<file path="src/rtl/sbp_pkg.sv">
// Shared types and constants for the seven-bit pack codec.
`timescale 1ns / 1ps

package sbp_pkg;

    // Bytes per group: seven data bytes share one overflow byte
    localparam int GROUP_LEN = 7;
    localparam int POS_W     = 3;

    typedef struct packed {
        logic [7:0] data_byte;
        logic       last_in;
    } in_item_t;

    typedef struct packed {
        logic [7:0] out_byte;
        logic       out_last;
    } out_item_t;

    // Result handed from the codec core to the output register
    typedef struct packed {
        logic      valid;
        out_item_t item;
    } out_load_t;

endpackage

</file>
<file path="src/rtl/sbp_out_stage.sv">
// Output register stage: holds one result item until the sink takes it.
`timescale 1ns / 1ps

module sbp_out_stage (
    input  logic              clk,
    input  logic              rst_n,
    input  sbp_pkg::out_load_t load,
    output logic              can_load,
    output logic              out_valid,
    input  logic              out_ready,
    output sbp_pkg::out_item_t out_data
);
    import sbp_pkg::*;

    logic      out_valid_reg;
    out_item_t out_data_reg;

    // Register is free when empty or being drained this cycle
    assign can_load  = !out_valid_reg || out_ready;
    assign out_valid = out_valid_reg;
    assign out_data  = out_data_reg;

    // Valid flag
    always_ff @(posedge clk or negedge rst_n)
    begin
        if (!rst_n)
        begin
            out_valid_reg <= 1'b0;
        end
        else if (load.valid)
        begin
            out_valid_reg <= 1'b1;
        end
        else if (out_ready)
        begin
            out_valid_reg <= 1'b0;
        end
    end

    // Payload, no reset
    always_ff @(posedge clk)
    begin
        if (load.valid)
        begin
            out_data_reg <= load.item;
        end
    end

endmodule

</file>
<file path="src/rtl/sbp_core.sv">
// Codec core: group state, decode frame store and result burst sequencing.
`timescale 1ns / 1ps

module sbp_core (
    input  logic               clk,
    input  logic               rst_n,
    input  logic               in_valid,
    output logic               in_ready,
    input  sbp_pkg::in_item_t  in_data,
    input  logic               cfg_valid,
    output logic               cfg_ready,
    input  logic               cfg_data,
    input  logic               can_load,
    output sbp_pkg::out_load_t load
);
    import sbp_pkg::*;

    localparam logic [POS_W-1:0] LAST_POS = POS_W'(GROUP_LEN - 1);
    localparam logic [POS_W-1:0] FULL_POS = POS_W'(GROUP_LEN);

    // Control state
    logic             decode_mode_reg, decode_mode_next;
    logic [6:0]       acc_reg, acc_next;
    logic [POS_W-1:0] pos_reg, pos_next;
    logic             burst_active_reg, burst_active_next;
    logic             burst_enc_reg, burst_enc_next;
    logic [POS_W-1:0] burst_idx_reg, burst_idx_next;
    logic [POS_W-1:0] burst_cnt_reg, burst_cnt_next;
    logic             burst_last_reg, burst_last_next;
    // Payload state
    logic [7:0]       burst_ovf_reg, burst_ovf_next;
    logic [6:0]       frame_store_reg [GROUP_LEN];

    logic             store_we;
    logic [POS_W-1:0] store_idx;
    logic [6:0]       store_data;

    logic             accept;
    logic             dec_is_ovf;
    logic             buffer_ok;
    logic [POS_W-1:0] enc_pos;
    logic [6:0]       enc_acc_base;
    logic [6:0]       enc_acc_new;
    logic [6:0]       ovf_shift;
    logic [6:0]       rd_entry;

    assign cfg_ready = 1'b1;

    // Input acceptance: while a decode burst drains, only buffering bytes
    // that land in already emitted entries are taken
    always_comb
    begin
        dec_is_ovf = (pos_reg >= FULL_POS) || in_data.last_in;
        buffer_ok  = decode_mode_reg && !dec_is_ovf;
        if (burst_active_reg)
        begin
            in_ready = buffer_ok && !burst_enc_reg && (pos_reg < burst_idx_reg);
        end
        else
        begin
            in_ready = can_load || buffer_ok;
        end
        accept = in_valid && in_ready;
    end

    // Encode overflow bit gathering
    always_comb
    begin
        enc_pos      = (pos_reg >= FULL_POS) ? '0 : pos_reg;
        enc_acc_base = (pos_reg >= FULL_POS) ? '0 : acc_reg;
        enc_acc_new  = enc_acc_base | ({in_data.data_byte[7], 6'b0} >> enc_pos);
    end

    // Burst read of the frame store
    always_comb
    begin
        rd_entry  = frame_store_reg[burst_idx_reg];
        ovf_shift = burst_ovf_reg[6:0] << burst_idx_reg;
    end

    // Next state and result selection
    always_comb
    begin
        decode_mode_next  = decode_mode_reg;
        acc_next          = acc_reg;
        pos_next          = pos_reg;
        burst_active_next = burst_active_reg;
        burst_enc_next    = burst_enc_reg;
        burst_idx_next    = burst_idx_reg;
        burst_cnt_next    = burst_cnt_reg;
        burst_last_next   = burst_last_reg;
        burst_ovf_next    = burst_ovf_reg;
        load              = '0;
        store_we          = 1'b0;
        store_idx         = pos_reg;
        store_data        = in_data.data_byte[6:0];

        // Drain one pending result item
        if (burst_active_reg && can_load)
        begin
            load.valid = 1'b1;
            if (burst_enc_reg)
            begin
                load.item.out_byte = burst_ovf_reg;
                load.item.out_last = burst_last_reg;
                burst_active_next  = 1'b0;
            end
            else
            begin
                load.item.out_byte = {ovf_shift[6], rd_entry};
                load.item.out_last = burst_last_reg &&
                                     (burst_idx_reg == burst_cnt_reg - 1'b1);
                if (burst_idx_reg == burst_cnt_reg - 1'b1)
                begin
                    burst_active_next = 1'b0;
                end
                else
                begin
                    burst_idx_next = burst_idx_reg + 1'b1;
                end
            end
        end

        // New input item
        if (accept)
        begin
            if (!decode_mode_reg)
            begin
                load.valid         = 1'b1;
                load.item.out_byte = {1'b0, in_data.data_byte[6:0]};
                load.item.out_last = 1'b0;
                if ((enc_pos == LAST_POS) || in_data.last_in)
                begin
                    burst_active_next = 1'b1;
                    burst_enc_next    = 1'b1;
                    burst_ovf_next    = {1'b0, enc_acc_new};
                    burst_last_next   = in_data.last_in;
                    acc_next          = '0;
                    pos_next          = '0;
                end
                else
                begin
                    acc_next = enc_acc_new;
                    pos_next = enc_pos + 1'b1;
                end
            end
            else if (!dec_is_ovf)
            begin
                store_we = 1'b1;
                pos_next = pos_reg + 1'b1;
            end
            else
            begin
                acc_next = '0;
                pos_next = '0;
                if (pos_reg != '0)
                begin
                    load.valid         = 1'b1;
                    load.item.out_byte = {in_data.data_byte[6], frame_store_reg[0]};
                    load.item.out_last = in_data.last_in && (pos_reg == POS_W'(1));
                    if (pos_reg != POS_W'(1))
                    begin
                        burst_active_next = 1'b1;
                        burst_enc_next    = 1'b0;
                        burst_idx_next    = POS_W'(1);
                        burst_cnt_next    = pos_reg;
                        burst_ovf_next    = in_data.data_byte;
                        burst_last_next   = in_data.last_in;
                    end
                end
            end
        end

        // Mode write restarts the group
        if (cfg_valid)
        begin
            decode_mode_next = cfg_data;
            acc_next         = '0;
            pos_next         = '0;
        end
    end

    // Control registers
    always_ff @(posedge clk or negedge rst_n)
    begin
        if (!rst_n)
        begin
            decode_mode_reg  <= 1'b0;
            acc_reg          <= '0;
            pos_reg          <= '0;
            burst_active_reg <= 1'b0;
            burst_enc_reg    <= 1'b0;
            burst_idx_reg    <= '0;
            burst_cnt_reg    <= '0;
            burst_last_reg   <= 1'b0;
        end
        else
        begin
            decode_mode_reg  <= decode_mode_next;
            acc_reg          <= acc_next;
            pos_reg          <= pos_next;
            burst_active_reg <= burst_active_next;
            burst_enc_reg    <= burst_enc_next;
            burst_idx_reg    <= burst_idx_next;
            burst_cnt_reg    <= burst_cnt_next;
            burst_last_reg   <= burst_last_next;
        end
    end

    // Payload registers and frame store, no reset
    always_ff @(posedge clk)
    begin
        burst_ovf_reg <= burst_ovf_next;
        if (store_we)
        begin
            frame_store_reg[store_idx] <= store_data;
        end
    end

    // A byte buffered during a burst must not overwrite an unread entry;
    // the write position may catch up with the read index but never pass it
    a_no_overwrite: assert property (@(posedge clk) disable iff (!rst_n)
        burst_active_reg && !burst_enc_reg |-> pos_reg <= burst_idx_reg)
        else $error("new group overran a draining frame");

    // Burst index stays inside the buffered count
    a_idx_range: assert property (@(posedge clk) disable iff (!rst_n)
        burst_active_reg && !burst_enc_reg |-> burst_idx_reg < burst_cnt_reg)
        else $error("burst index out of range");

    // Nothing is taken while an encode overflow byte waits
    a_enc_block: assert property (@(posedge clk) disable iff (!rst_n)
        burst_active_reg && burst_enc_reg |-> !in_ready && pos_reg == '0)
        else $error("input taken during encode overflow");

    // Items accepted during a burst never produce a result
    a_burst_quiet: assert property (@(posedge clk) disable iff (!rst_n)
        burst_active_reg && accept |-> decode_mode_reg && !in_data.last_in)
        else $error("result-producing item taken during a burst");

endmodule

</file>
<file path="src/rtl/seven_bit_pack_codec.sv">
// Top level of the seven-bit pack codec: 8-to-7 bit packing and unpacking.
// The first result item of an input item is in the output register in the cycle after accept.
// Encode: one item per cycle unless stalled; a group end adds its overflow byte, blocking input.
// Decode: one item per cycle when buffering to a free entry; overflow bytes wait out a prior burst.
// A decode burst emits one restored byte per cycle unless stalled, from the 7-entry frame store.
// Reset: encode mode, empty group, no result pending; frame store contents are not reset.
`timescale 1ns / 1ps

module seven_bit_pack_codec (
    input  logic               clk,
    input  logic               rst_n,
    input  logic               in_valid,
    output logic               in_ready,
    input  sbp_pkg::in_item_t  in_data,
    output logic               out_valid,
    input  logic               out_ready,
    output sbp_pkg::out_item_t out_data,
    input  logic               cfg_valid,
    output logic               cfg_ready,
    input  logic               cfg_data
);
    import sbp_pkg::*;

    out_load_t load;
    logic      can_load;

    // Group state and burst sequencing
    sbp_core u_core (
        .clk       (clk),
        .rst_n     (rst_n),
        .in_valid  (in_valid),
        .in_ready  (in_ready),
        .in_data   (in_data),
        .cfg_valid (cfg_valid),
        .cfg_ready (cfg_ready),
        .cfg_data  (cfg_data),
        .can_load  (can_load),
        .load      (load)
    );

    // Result register
    sbp_out_stage u_out (
        .clk       (clk),
        .rst_n     (rst_n),
        .load      (load),
        .can_load  (can_load),
        .out_valid (out_valid),
        .out_ready (out_ready),
        .out_data  (out_data)
    );

endmodule

</file>
<file path="config.mk">
export PLATFORM = sky130hd
export DESIGN_NAME = seven_bit_pack_codec
export DESIGN_NICKNAME = d
export VERILOG_FILES = /design/src/rtl/sbp_pkg.sv /design/src/rtl/sbp_out_stage.sv /design/src/rtl/sbp_core.sv /design/src/rtl/seven_bit_pack_codec.sv
export SDC_FILE = /design/constraint.sdc
export NUM_CORES = 1
export LEC_CHECK = 0
export ABC_AREA = 1
export BUFFER_PORTS_ARGS = -buffer_cell sky130_fd_sc_hd__buf_2
export CELL_PAD_IN_SITES_DETAIL_PLACEMENT = 1
export CELL_PAD_IN_SITES_GLOBAL_PLACEMENT = 1
export CORE_ASPECT_RATIO = 1.1
export CORE_MARGIN = 3
export CORE_UTILIZATION = 47
export DETAILED_ROUTE_END_ITERATION = 10
export PLACE_DENSITY_LB_ADDON = 0.05
export SETUP_SLACK_MARGIN = 0.15
export SYNTH_ARGS = -nofsm -noshare
export SYNTH_HDL_FRONTEND = slang
export SYNTH_SLANG_ARGS = --single-unit
</file>
<file path="constraint.sdc">
create_clock -name clk -period 3.65 [get_ports clk]
set_clock_uncertainty 0.1 [all_clocks]
set_input_delay 0 -clock clk [delete_from_list [all_inputs] [get_ports clk]]
set_output_delay 0 -clock clk [all_outputs]
set_load 0.02 [all_outputs]
</file>
Word level (Yosys, flattened, before mapping):

Memories as Yosys holds them, arrays and structs flattened.
Cells that the tools add are included.

* bits in registers: 38
* word-level logic and storage cells: 109
* memories kept: 1
* output and inout bits: 12
* bits in writable memories: 49
* input bits: 15

* reductions and logical operators: 21
* order comparisons: 2
* shift operators: 2
* bitwise operators: 1
* equality and inequality tests: 8
* add/subtract/negate cells: 4
* multiplexer cells: 58

Memories
* u_core.frame_store_reg: words 7, width 7, rd ports 2, clocked after Yosys merged registers in 0, wr ports 1, line sbp_core.sv:32 `logic [6:0] frame_store_reg [GROUP_LEN];`

Operators with widths (number)
* $mux W10: 5
* $mux W3: 14
* $mux W7: 6
* $mux W8: 5
* $mux W1: 27
* $reduce_and A5 Y1: 2
* $add A3 B1 Y3 const B: 3
* $mux W9: 1
* $logic_and A1 B1 Y1: 7
* $or A7 B7 Y7: 1
* $shl A7 B3 Y7: 1
* $shr A7 B3 Y7: 1
* $ne A2 B2 Y1 const B: 3
* $reduce_bool A2 Y1: 3
* $logic_or A1 B1 Y1: 4
* $eq A3 B1 Y1 const B: 1
* $eq A3 B3 Y1: 1
* $eq A3 B3 Y1 const B: 1
* $ge A3 B3 Y1 const B: 1
* $logic_not A1 Y1: 3
* $lt A3 B3 Y1: 1
* $ne A3 B1 Y1 const B: 1
* $ne A3 B3 Y1 const B: 1
* $reduce_bool A3 Y1: 1
* 2 further kinds: 2

Depth between registers and ports, before layout:

Gate-level depths: netlist of the first run.

* depth in word-level cells: 11
* gate-level depth with buffers: 14
* mapped depth without buffers: 13

By module:

Synthesis of the first run repeated with hierarchy kept, for this count alone.

* cell total of the unflattened synthesis: 473
* area total of the unflattened synthesis: 4356.7 um2

Modules (own cells, without submodules)
* sbp_core: area each 4041.4 um2, cells each 459, times used 1, seq. area each 2212.1 um2
* sbp_out_stage: area each 315.3 um2, cells each 14, times used 1, seq. area each 295.3 um2

Worst setup path before layout of the first run:

Ideal clock, no wire load.

* path kind: register to register
* start point: reg u_core.burst_idx_reg[1]
* end point: mem u_core.frame_store_reg[2][0] (enable)
* path slack: 0.955 ns
* period minus slack after synthesis: 2.695 ns
* stages on the path, launching flop included: 15
* library setup time: 0.360 ns
* buffers on the path: 3
* required time: 3.190 ns
* arrival: 2.235 ns
* cell sequence: dfrtp_1 buf_2 clkinv_1 clkbuf_1 ha_1 nand2_1 nand2_1 nand2_1 nand2_1 nand2_1 nand3_4 buf_6 nor2_4 nand2_2 nor2_1

* word-level cells in the longest chain between the ends: 7

Ends and longest elaborated chain
* from (decl): line sbp_core.sv:27 `logic [POS_W-1:0] burst_idx_reg, burst_idx_next;`
* from (signal assigned): line sbp_core.sv:204 `burst_idx_reg <= burst_idx_next;`
* $lt A3 B3 Y1: line sbp_core.sv:57 `in_ready = buffer_ok && !burst_enc_reg && (pos_reg < burst_idx_reg);`
* $logic_and A1 B1 Y1: line sbp_core.sv:57
* $mux W1: line sbp_core.sv:55 `if (burst_active_reg)`
* $logic_and A1 B1 Y1: line sbp_core.sv:63 `accept = in_valid && in_ready;`
* $mux W1: line sbp_core.sv:125 `if (accept)`
* $mux W1: line sbp_core.sv:214 `if (store_we)`
* $mux W1 (not written as such): line sbp_core.sv:216 `frame_store_reg[store_idx] <= store_data;`
* to (decl): line sbp_core.sv:32

No other way between the ends.

Worst setup path in the final report of the first run:

* start point: reg u_core.pos_reg[1]
* end point: mem u_core.frame_store_reg[4][6] (enable)

* word-level cells in the longest chain between the ends: 11
* elaborated cells between the ends (all ways): 15
* classes of those cells: 2 x order compare; 6 x mux; 7 x reduce/logical

Ends and longest elaborated chain
* from (decl): line sbp_core.sv:24 `logic [POS_W-1:0] pos_reg, pos_next;`
* from (signal assigned): line sbp_core.sv:201 `pos_reg <= pos_next;`
* $ge A3 B3 Y1: line sbp_core.sv:53 `dec_is_ovf = (pos_reg >= FULL_POS) || in_data.last_in;`
* $logic_or A1 B1 Y1: line sbp_core.sv:53
* $logic_not A1 Y1: line sbp_core.sv:54 `buffer_ok = decode_mode_reg && !dec_is_ovf;`
* $logic_and A1 B1 Y1: line sbp_core.sv:54
* $logic_and A1 B1 Y1 (2 in series): line sbp_core.sv:57
* $mux W1: line sbp_core.sv:55
* $logic_and A1 B1 Y1: line sbp_core.sv:63
* $mux W1: line sbp_core.sv:125
* $mux W1: line sbp_core.sv:214
* $mux W1 (not written as such): line sbp_core.sv:216

Parallel ways exist; a longest one is shown, timed or not.

==> impl_metrics.py, run 1 <==
metrics = {
    "outcome": {
        "outcome": "finished, final reports clean",
    },
    "routing": {
        "vias_per_cell": 5.536,
        "drt_iter0_markers": 339,
        "dr.pass1.iters": 5,
        "vias": 3521,
        "totalWireLength_mm": 12.51,
        "route.detailed.drc": 0,
        "wl_per_cell_um": 19.68,
        "drtAntennaViolNets": 0,
    },
    "sta": {
        "layout_min_cycle_time_ns": 3.220,
        "tns_ns": 0,
        "finalMaxSlewViolations": 0,
        "hold_ws_ns": 0.07290,
        "hold_viol": 0,
        "timing.fmax_ghz": 0.3105,
        "period_share_pct": 88.23,
        "tightestPinTransition_ns": 0.7218,
        "setup_viol": 0,
        "grt_setup_unrepaired": "no",
        "max_slew_margin_pct": 51.88,
    },
    "global_route": {
        "antenna_found_initial": 0,
        "grt_pass1_wl_mm": 19.80,
        "track_usage_pct": 24.93,
        "grt_max_degree": 28,
        "overflow": 0,
        "grt_pass1_vias": 3616,
    },
    "critical_path": {
        "cpPeakStageDelay_ns": 0.53,
        "cp_data_arrival_time_ns": 3.12,
        "r2r_cells": 11,
        "critPathLaunchType": "register",
        "worstPathRequired_ns": 3.55,
        "worst-setup-path-type": "reg -> reg",
        "endpoint_kind": "register",
        "crit_fanout": 12,
        "cp_cell_sequence": "ha_1, ha_1, inv_1, nand2_2, nor2_4, nand2_4, nand2_4, nand3_4, nor2_4, nand2_2, nor2_1",
        "crit_path_top_delay_cell": "dfrtp_1",
    },
    "clocking": {
        "cts_buffer_depth": 2,
        "cts_resized": 0,
        "h-tree-depth": 3,
        "cts_tree": "yes",
        "cts_sinks": 87,
        "clkLatencyLatePin_ns": 0.36,
        "cts_buffers": 9,
        "cts_root_buf": "clkbuf_8",
        "postCtsSetupBuffers": 0,
        "path_clk_slew_ns": 0.10,
    },
    "synth": {
        "synth_top_cells_by_count": "nand2_1, edfxtp_1, o21ai_0, nor2_1, nand3_1",
        "synth_top_family_by_area": "simple AND/OR/NAND/NOR gates",
        "synth_largest_area_cell": "edfxtp_1",
        "synth-seq-area-share_pct": 56.96,
        "synth_edf_count": 66,
        "synthSimpleGateAreaFrac_pct": 24.30,
        "synth_compound_area_share_pct": 9.466,
        "synth_cells": 478,
        "synth.distinct_cells": 34,
        "synth_fa_ha_area_share_pct": 2.558,
        "syn_area_um2": 4402,
        "yosysTopAreaCellShare_pct": 45.03,
        "yosysWarnings": 0,
        "avgSynthCellArea_um2": 9.209,
        "muxShareOfSynthArea_pct": 0,
        "synthArstFlopShare_pct": 24.14,
        "yosys.area_share.xor_xnor_pct": 0.5969,
        "synth.net_count": 502,
        "synth_ff_type": "edfxtp_1",
        "ys_seq_elements": 87,
        "post-synth-top-count-cell": "nand2_1",
        "synth_area_leaders": "edfxtp_1, dfrtp_1, nand2_1, o21ai_0, nand3_1",
    },
    "layout": {
        "final_nets": 541,
        "largest_reg_flops": 49,
        "num_antenna_cells": 0,
        "area_growth_pct": 13.27,
        "postLayoutCellArea_um2": 4986,
        "drive_gt1_share_pct": 12.64,
    },
    "power": {
        "leakagePower_uw": 0.002065,
        "ir_drop_mv": 0.2643,
        "p_per_area_nw_per_um2": 637.7,
    },
    "floorplan": {
        "dieWidth_um": 98.27,
        "coreArea_um2": 9009,
        "dieArea_um2": 10560,
        "die_h_um": 107.5,
        "rows": 36,
        "initial_utilization_pct": 48.86,
        "ios": 27,
    },
    "worst_hold_path": {
        "min_path_type": "in -> async",
    },
    "placement": {
        "place_area_um2": 4613,
        "io_buffers": 25,
        "gp_congestion": 0.8601,
        "place_hpwl_mm": 9.236,
    },
    "job": {
        "drv_cap": 0,
    },
}
-- worst paths after layout --
kind | from | endpoint | slack, ns
setup / recovery | u_core.pos_reg[1] | u_core.frame_store_reg[4][6] | 0.43
hold / removal | rst_n | u_core.burst_idx_reg[2] | 0.07
setup reg to reg | u_core.pos_reg[1] | u_core.frame_store_reg[4][6] | 0.43
hold reg to reg | u_core.acc_reg[1] | u_core.acc_reg[1] | 0.39
max in group asynchronous | rst_n | u_core.acc_reg[1] | 2.99
min in group clk | u_core.acc_reg[1] | u_core.acc_reg[1] | 0.39
-- repair_timing --
action | CTS | global route
hold endpoints to repair | 77 | 0
setup endpoints to repair | 0 | 0
hold buffers | 16 | 0
-- worst max-delay path: cells and delay by family (launching register included) --
family                   cells  cell delay [ns]
adder cells (fa/ha/maj)      2             0.46
buffers and inverters        1             0.21
flip-flops                   1             0.53
AND/OR/NAND/NOR              8             1.56
-- cells by family after synthesis --
kind of cell | after synthesis
AO/OA/AOI/OAI | 76
XOR/XNOR | 3
adder cells (fa/ha/maj) | 9
buffers and inverters | 63
flip-flops | 87
other | 1
AND/OR/NAND/NOR | 239
-- per-layer routing --
layer	track usage, %	vias up	part of all wire, %
li1	-	1703	-
met3	3.629	23	3.1
met4	8.390	0	2.4
met5	0	-	0
met1	33.62	1720	46
met2	41.59	75	49
-- layout make-up --
type                    count  area, µm²
multi-input cells         328       1629
repair buffers             46      322.8
well taps                 114      142.6
clock inverters             7      88.84
clock buffers               9      123.9
inverters                  45      171.4
flip-flops and latches     87       2507
fillers                  1045       4023
-- cell usage in the layout, fill, tap and decap left out, drive strengths merged --
master and count:
inv 46, bufinv 1, nor3 1, xor2 1
edfxtp 66, dlygate4sd3 16, o21ai 53, ha 9
o211ai 9, xnor2 2, nand3b 1, a21oi 6
dfrtp 21, clkinv 5, conb 1, nand4 8
a31oi 1, and2 1, clkbuf 9, o22ai 7
nand3 48, nor2 53, nand2 127, buf 30
-- power by group --
group	switching, µW	leakage [µW]	internal [µW]
combinational	795	0.00109	357
clock	389	0.000109	332
sequential	99.0	0.000864	1210
-- stage by stage --
step / power (µW) / setup slack (ns) / util (%) / cells
after floorplan: 2094 / 0.9551 / - / 478
after global placement: 2440 / 0.6950 / 51.21 / 604
after detailed placement: 2471 / 0.5000 / 51.21 / 604
after CTS: 3200 / 0.4643 / 55.35 / 636
after global routing: 3393 / 0.2525 / 55.35 / 636
final: 3180 / 0.4295 / 55.35 / 636
Note: power is estimated with default switching activity, not from simulation.
==> run 2: changes to the inputs <==
Settings changed: PLACE_DENSITY set to 0.84, PLACE_DENSITY_LB_ADDON 0.05 to unset.
==> run 2 against run 1 <==
Clock power rose by 14%; flip-flop and latch count stayed put; die area unchanged; via count increased by 2.2%; setup slack worse by 0.0012 ns; utilization up 0.11 points; fmax about the same; largest power group unchanged; total power increased by 2.9%; critical path depth decreased by 2.
==> impl_metrics.py, run 2 (same netlist as run 1, synthesis figures left out) <==
metrics = {
    "routing": {
        "drt_iter0_markers": 257,
        "vias": 3598,
        "drtAntennaViolNets": 0,
        "wl_per_cell_um": 20.17,
        "totalWireLength_mm": 12.77,
        "vias_per_cell": 5.684,
        "route.detailed.drc": 0,
        "dr.pass1.iters": 5,
    },
    "critical_path": {
        "endpoint_kind": "register",
        "r2r-start": "u_core.burst_idx_reg[2]",
        "rrSetupSlack_ns": 0.43,
        "r2r_cells": 9,
        "cp_data_arrival_time_ns": 3.13,
        "crit_start": "u_core.burst_idx_reg[2]",
        "critPathLaunchType": "register",
        "endpoint": "u_core.frame_store_reg[6][6]",
        "crit-reg2reg-capture": "u_core.frame_store_reg[6][6]",
        "crit_fanout": 12,
        "worst-setup-path-type": "reg -> reg",
        "worstPathRequired_ns": 3.55,
    },
    "power": {
        "p_total_uw": 3272,
        "ir_drop_mv": 0.1967,
        "p_per_area_nw_per_um2": 654.9,
        "leakagePower_uw": 0.002064,
    },
    "outcome": {
        "outcome": "finished, final reports clean",
    },
    "sta": {
        "layout_min_cycle_time_ns": 3.222,
        "max_slew_margin_pct": 50.85,
        "timing.fmax_ghz": 0.3104,
        "setup_viol": 0,
        "tns_ns": 0,
        "grt_setup_unrepaired": "no",
        "hold_viol": 0,
        "period_share_pct": 88.26,
        "finalMaxSlewViolations": 0,
        "tightestPinTransition_ns": 0.7364,
    },
    "floorplan": {
        "coreArea_um2": 9009,
        "dieWidth_um": 98.27,
        "rows": 36,
        "initial_utilization_pct": 48.86,
        "die_h_um": 107.5,
        "dieArea_um2": 10560,
        "ios": 27,
    },
    "global_route": {
        "track_usage_pct": 25.70,
        "grt_pass1_vias": 3840,
        "grt_pass1_wl_mm": 20.75,
        "overflow": 0,
        "antenna_found_initial": 0,
        "grt_max_degree": 29,
    },
    "layout": {
        "final_cell_mix": "nand2_1, edfxtp_1, o21ai_0, nor2_1, nand3_1",
        "final_common_cell": "nand2_1",
        "fin_cells": 633,
        "area_growth_pct": 13.50,
        "num_antenna_cells": 0,
        "drive_gt1_share_pct": 12.14,
        "final_nets": 538,
        "largest_reg_flops": 49,
    },
    "clocking": {
        "cts_buffers": 9,
        "clkLatencyLatePin_ns": 0.36,
        "cts_tree": "yes",
        "cts_root_buf": "clkbuf_8",
        "cts_resized": 0,
        "cts_buffer_depth": 2,
        "h-tree-depth": 3,
        "path_clk_slew_ns": 0.09,
        "cts_sinks": 87,
    },
    "placement": {
        "io_buffers": 25,
        "dp_cells": 601,
        "place_hpwl_mm": 9.068,
        "gp_congestion": 0.9275,
    },
    "job": {
        "drv_cap": 0,
    },
    "worst_hold_path": {
        "min_path_type": "in -> async",
    },
}
run 2: worst min path at each step:
stage,from,end,slack [ns],cells after the start
after detailed placement,rst_n,u_core.burst_cnt_reg[1],-0.10,1
final,rst_n,u_core.burst_cnt_reg[1],0.03,2
after CTS,rst_n,u_core.burst_enc_reg,0.03,2
after global routing,rst_n,u_core.burst_cnt_reg[1],0.06,2
after floorplan,rst_n,u_core.acc_reg[0],-0.40,0
after global placement,rst_n,u_core.burst_cnt_reg[1],-0.11,1
run 2: cell type report:
| cell class | instances | area [µm²] |
|---|---|---|
| inverters | 45 | 171.4 |
| clock buffers | 10 | 137.6 |
| flip-flops and latches | 87 | 2507 |
| clock inverters | 6 | 107.6 |
| well taps | 114 | 142.6 |
| fillers | 1047 | 4013 |
| repair buffers | 43 | 300.3 |
| multi-input cells | 328 | 1629 |
run 2: what timing repair did:
item | 4_1_cts | 5_1_grt
setup buffers | 0 | 0
hold endpoints to repair | 77 | 0
endpoints found under the setup margin | 0 | 0
hold buffers | 16 | 0
run 2: metrics by stage:
stage / util (%) / instance area [µm²] / setup slack [ns] / hold slack, ns
2_1_floorplan: - / 4402 / 0.9551 / -0.3956
3_3_place_gp: 50.96 / 4591 / 0.7221 / -0.1099
3_5_place_dp: 50.96 / 4591 / 0.4961 / -0.1043
4_1_cts: 55.46 / 4996 / 0.4487 / 0.02852
5_1_grt: 55.46 / 4996 / 0.2019 / 0.05972
6_report: 55.46 / 4996 / 0.4283 / 0.02782
run 2: worst max-delay path, cell delays in order (launching register included):
cell and delay (ns):
dfrtp_1 0.62, clkinv_1 0.42, ha_1 0.41, nand2_1 0.07
nand2_1 0.05, nand2_1 0.15, nand3_4 0.24, nor2_4 0.19
nand2_2 0.11, nor2_1 0.50
run 2: layer usage:
| metal | part of all wire, % | global-route usage [%] | up-vias | routed length [µm] |
|---|---|---|---|---|
| met2 | 50 | 44.55 | 112 | 6378 |
| met4 | 1.9 | 7.707 | 0 | 246 |
| met1 | 44 | 32.56 | 1780 | 5577 |
| met3 | 4.4 | 5.314 | 22 | 563 |
| li1 | - | - | 1684 | - |
| met5 | 0 | 0 | - | 0 |
run 2: where the power goes:
group	internal [µW]	switching [µW]	leakage, µW
sequential	1210	112	0.000864
combinational	339	792	0.00108
clock	471	351	0.000122
total	2020	1250	0.00206
==> run 3: changes to the inputs <==
Settings changed: ABC_AREA 1 to unset, BUFFER_PORTS_ARGS -buffer_cell sky130_fd_sc_hd__buf_2 to unset, CORE_UTILIZATION 47 to 51, DONT_BUFFER_PORTS set to 1, PLACE_DENSITY 0.84 to 0.83.
==> run 3 against run 2 <==
Combinational power down 32%; synthesized cell count down 22%; synthesized area down 0.34%; critical path depth down 1; cell count down 21%; flip-flop and latch count unchanged; global-route usage down 0.22 points; routed wire length down 9.3%; sequential share of layout area up 1.6 points; largest power group unchanged.
==> impl_metrics.py, run 3 <==
metrics = {
    "power": {
        "p_total_uw": 2646,
        "p_switching_uw": 940.6,
        "pwr-share-seq_pct": 47.5,
        "power.internal_uw": 1705,
        "power_switching_share_pct": 35.55,
        "p_clk_share_pct": 23.6,
        "ir_drop_mv": 0.2365,
        "p_per_area_nw_per_um2": 547.0,
        "leakagePower_uw": 0.001773,
        "p_comb_share_pct": 28.9,
    },
    "sta": {
        "hold_ws_ns": 0.003052,
        "max_slew_margin_pct": 33.72,
        "layout_min_cycle_time_ns": 3.358,
        "grt_setup_unrepaired": "yes",
        "tightestPinTransition_ns": 0.9909,
        "timing.fmax_ghz": 0.2978,
        "setup_viol": 0,
        "period_share_pct": 91.99,
        "tns_ns": 0,
        "hold_viol": 0,
        "finalMaxSlewViolations": 0,
    },
    "layout": {
        "final_common_cell": "edfxtp_1",
        "area_growth_pct": 10.27,
        "largest_reg_flops": 49,
        "fill_cells": 859,
        "drive_gt1_share_pct": 11.57,
        "fin_cells": 497,
        "multi_input_area_um2": 1738,
        "num_antenna_cells": 0,
        "final_cell_mix": "edfxtp_1, nand2_1, mux2i_1, dfrtp_1, nor3_1",
        "regArea_um2": 2507,
        "final_nets": 408,
    },
    "floorplan": {
        "ios": 27,
        "dieWidth_um": 94.43,
        "initial_utilization_pct": 53.99,
        "dieArea_um2": 9751,
        "coreArea_um2": 8125,
        "rows": 34,
        "die_h_um": 103.3,
    },
    "critical_path": {
        "worst-setup-path-type": "reg -> reg",
        "critPathLaunchType": "register",
        "r2r_cells": 8,
        "cp_data_arrival_time_ns": 3.27,
        "endpoint_kind": "register",
        "crit_fanout": 15,
        "worstPathRequired_ns": 3.56,
    },
    "routing": {
        "wl_per_cell_um": 23.30,
        "route.detailed.drc": 0,
        "vias_per_cell": 6.235,
        "vias": 3099,
        "totalWireLength_mm": 11.58,
        "drt_iter0_markers": 171,
        "dr.pass1.iters": 5,
        "drtAntennaViolNets": 0,
    },
    "clocking": {
        "clkLatencyLatePin_ns": 0.37,
        "cts_buffers": 9,
        "path_clk_slew_ns": 0.10,
        "cts_tree": "yes",
        "cts_sinks": 87,
        "postCtsSetupBuffers": 0,
        "cts_root_buf": "clkbuf_8",
        "cts_buffer_depth": 2,
        "h-tree-depth": 3,
    },
    "synth": {
        "synthArstFlopShare_pct": 24.14,
        "synth_ff_type": "edfxtp_1",
        "yosysTopAreaCellShare_pct": 45.18,
        "synth_largest_area_cell": "edfxtp_1",
        "yosysWarnings": 0,
        "synth.distinct_cells": 61,
        "synth_top_cells_by_count": "edfxtp_1, nand2_1, mux2i_1, dfrtp_1, nor3_1",
        "post-synth-top-count-cell": "edfxtp_1",
        "ys_seq_elements": 87,
        "synth-seq-area-share_pct": 57.16,
        "avgSynthCellArea_um2": 11.79,
        "synth_cells": 372,
        "syn_area_um2": 4387,
        "synth.net_count": 396,
        "synth_edf_count": 66,
        "synth_area_leaders": "edfxtp_1, dfrtp_1, mux2i_1, nand2_1, ha_1",
    },
    "job": {
        "drv_cap": 0,
    },
    "worst_hold_path": {
        "min_path_type": "in -> reg",
        "hold_depth": 4,
    },
    "outcome": {
        "outcome": "finished, final reports clean",
    },
    "global_route": {
        "grt_pass1_vias": 3293,
        "grt_max_degree": 41,
        "overflow": 0,
        "antenna_found_initial": 0,
        "track_usage_pct": 25.48,
        "grt_pass1_wl_mm": 18.23,
    },
    "placement": {
        "gp_congestion": 0.8782,
        "io_buffers": 0,
        "dp_cells": 466,
        "place_hpwl_mm": 8.174,
    },
}
run 3: routing by layer:
layer	wire length [µm]	part of all wire (%)	up-vias	global-route usage [%]
met5	0	0	-	0
met4	257	2.2	0	9.667
met3	534	4.6	22	4.848
met2	6102	53	93	45.63
met1	4685	40	1551	30.61
li1	-	-	1433	-
run 3: power groups by stage:
stage               logic, µW  clock network (µW)  registers, µW
finish                    763                 624           1260
global route              827                 677           1270
CTS                       762                 626           1260
detailed placement        727                   0           1280
global placement          676                   0           1270
floorplan                 575                   0           1240
run 3: path summary, 6_finish.rpt:
check | end | slack, ns | from
worst max-delay path | u_out.out_data[3] | 0.29 | u_core.pos_reg[0]
min in group asynchronous | u_out.out_valid | 0.14 | rst_n
worst max register to register | u_out.out_data[3] | 0.29 | u_core.pos_reg[0]
worst min register to register | u_core.acc_reg[1] | 0.43 | u_core.acc_reg[1]
worst min-delay path | u_core.burst_ovf_reg[4] | 0.003 | in_data[8]
max in group asynchronous | u_core.burst_cnt_reg[0] | 2.70 | rst_n
run 3: stage by stage:
stage          cell area (µm²)  setup WS, ns  utilization [%]
6_report                  4837        0.2925            59.53
3_3_place_gp              4499        0.5847            55.37
4_1_cts                   4828        0.3110            59.42
3_5_place_dp              4499        0.3593            55.37
2_1_floorplan             4387        0.4670                -
5_1_grt                   4837       0.08707            59.53
run 3: worst max-delay path: stages (launching register included):
cell and delay, ns:
dfrtp_1 0.53, ha_1 0.27, ha_1 0.38, or3b_4 0.51, o21ai_1 0.27, a22o_1 0.25
buf_4 0.23, nand2_1 0.10, nand2_1 0.37
run 3: repair_timing:
action / in CTS / in global routing
endpoints found under the hold margin: 100 / 0
endpoints found under the setup margin: 0 / 26
hold buffers: 15 / 0
gates resized for setup: 0 / 2
run 3: area by class of cell:
type | count | area share, %
clock buffer | 9 | 2.561
clock inverter | 7 | 1.138
inverter | 8 | 0.6208
multi-input combinational | 250 | 35.93
sequential | 87 | 51.84
tap | 108 | 2.794
timing repair buffer | 28 | 5.122
run 3: cell families after synthesis:
| group | Yosys count | share of synthesized area (%) |
|---|---|---|
| other cells | 1 | 0.08549 |
| buf+inv | 35 | 3.594 |
| compound gates | 87 | 13.95 |
| xor+xnor | 6 | 1.512 |
| flops | 87 | 57.16 |
| fa+ha+maj | 9 | 2.567 |
| simple gates | 118 | 14.15 |
| mux | 29 | 6.988 |
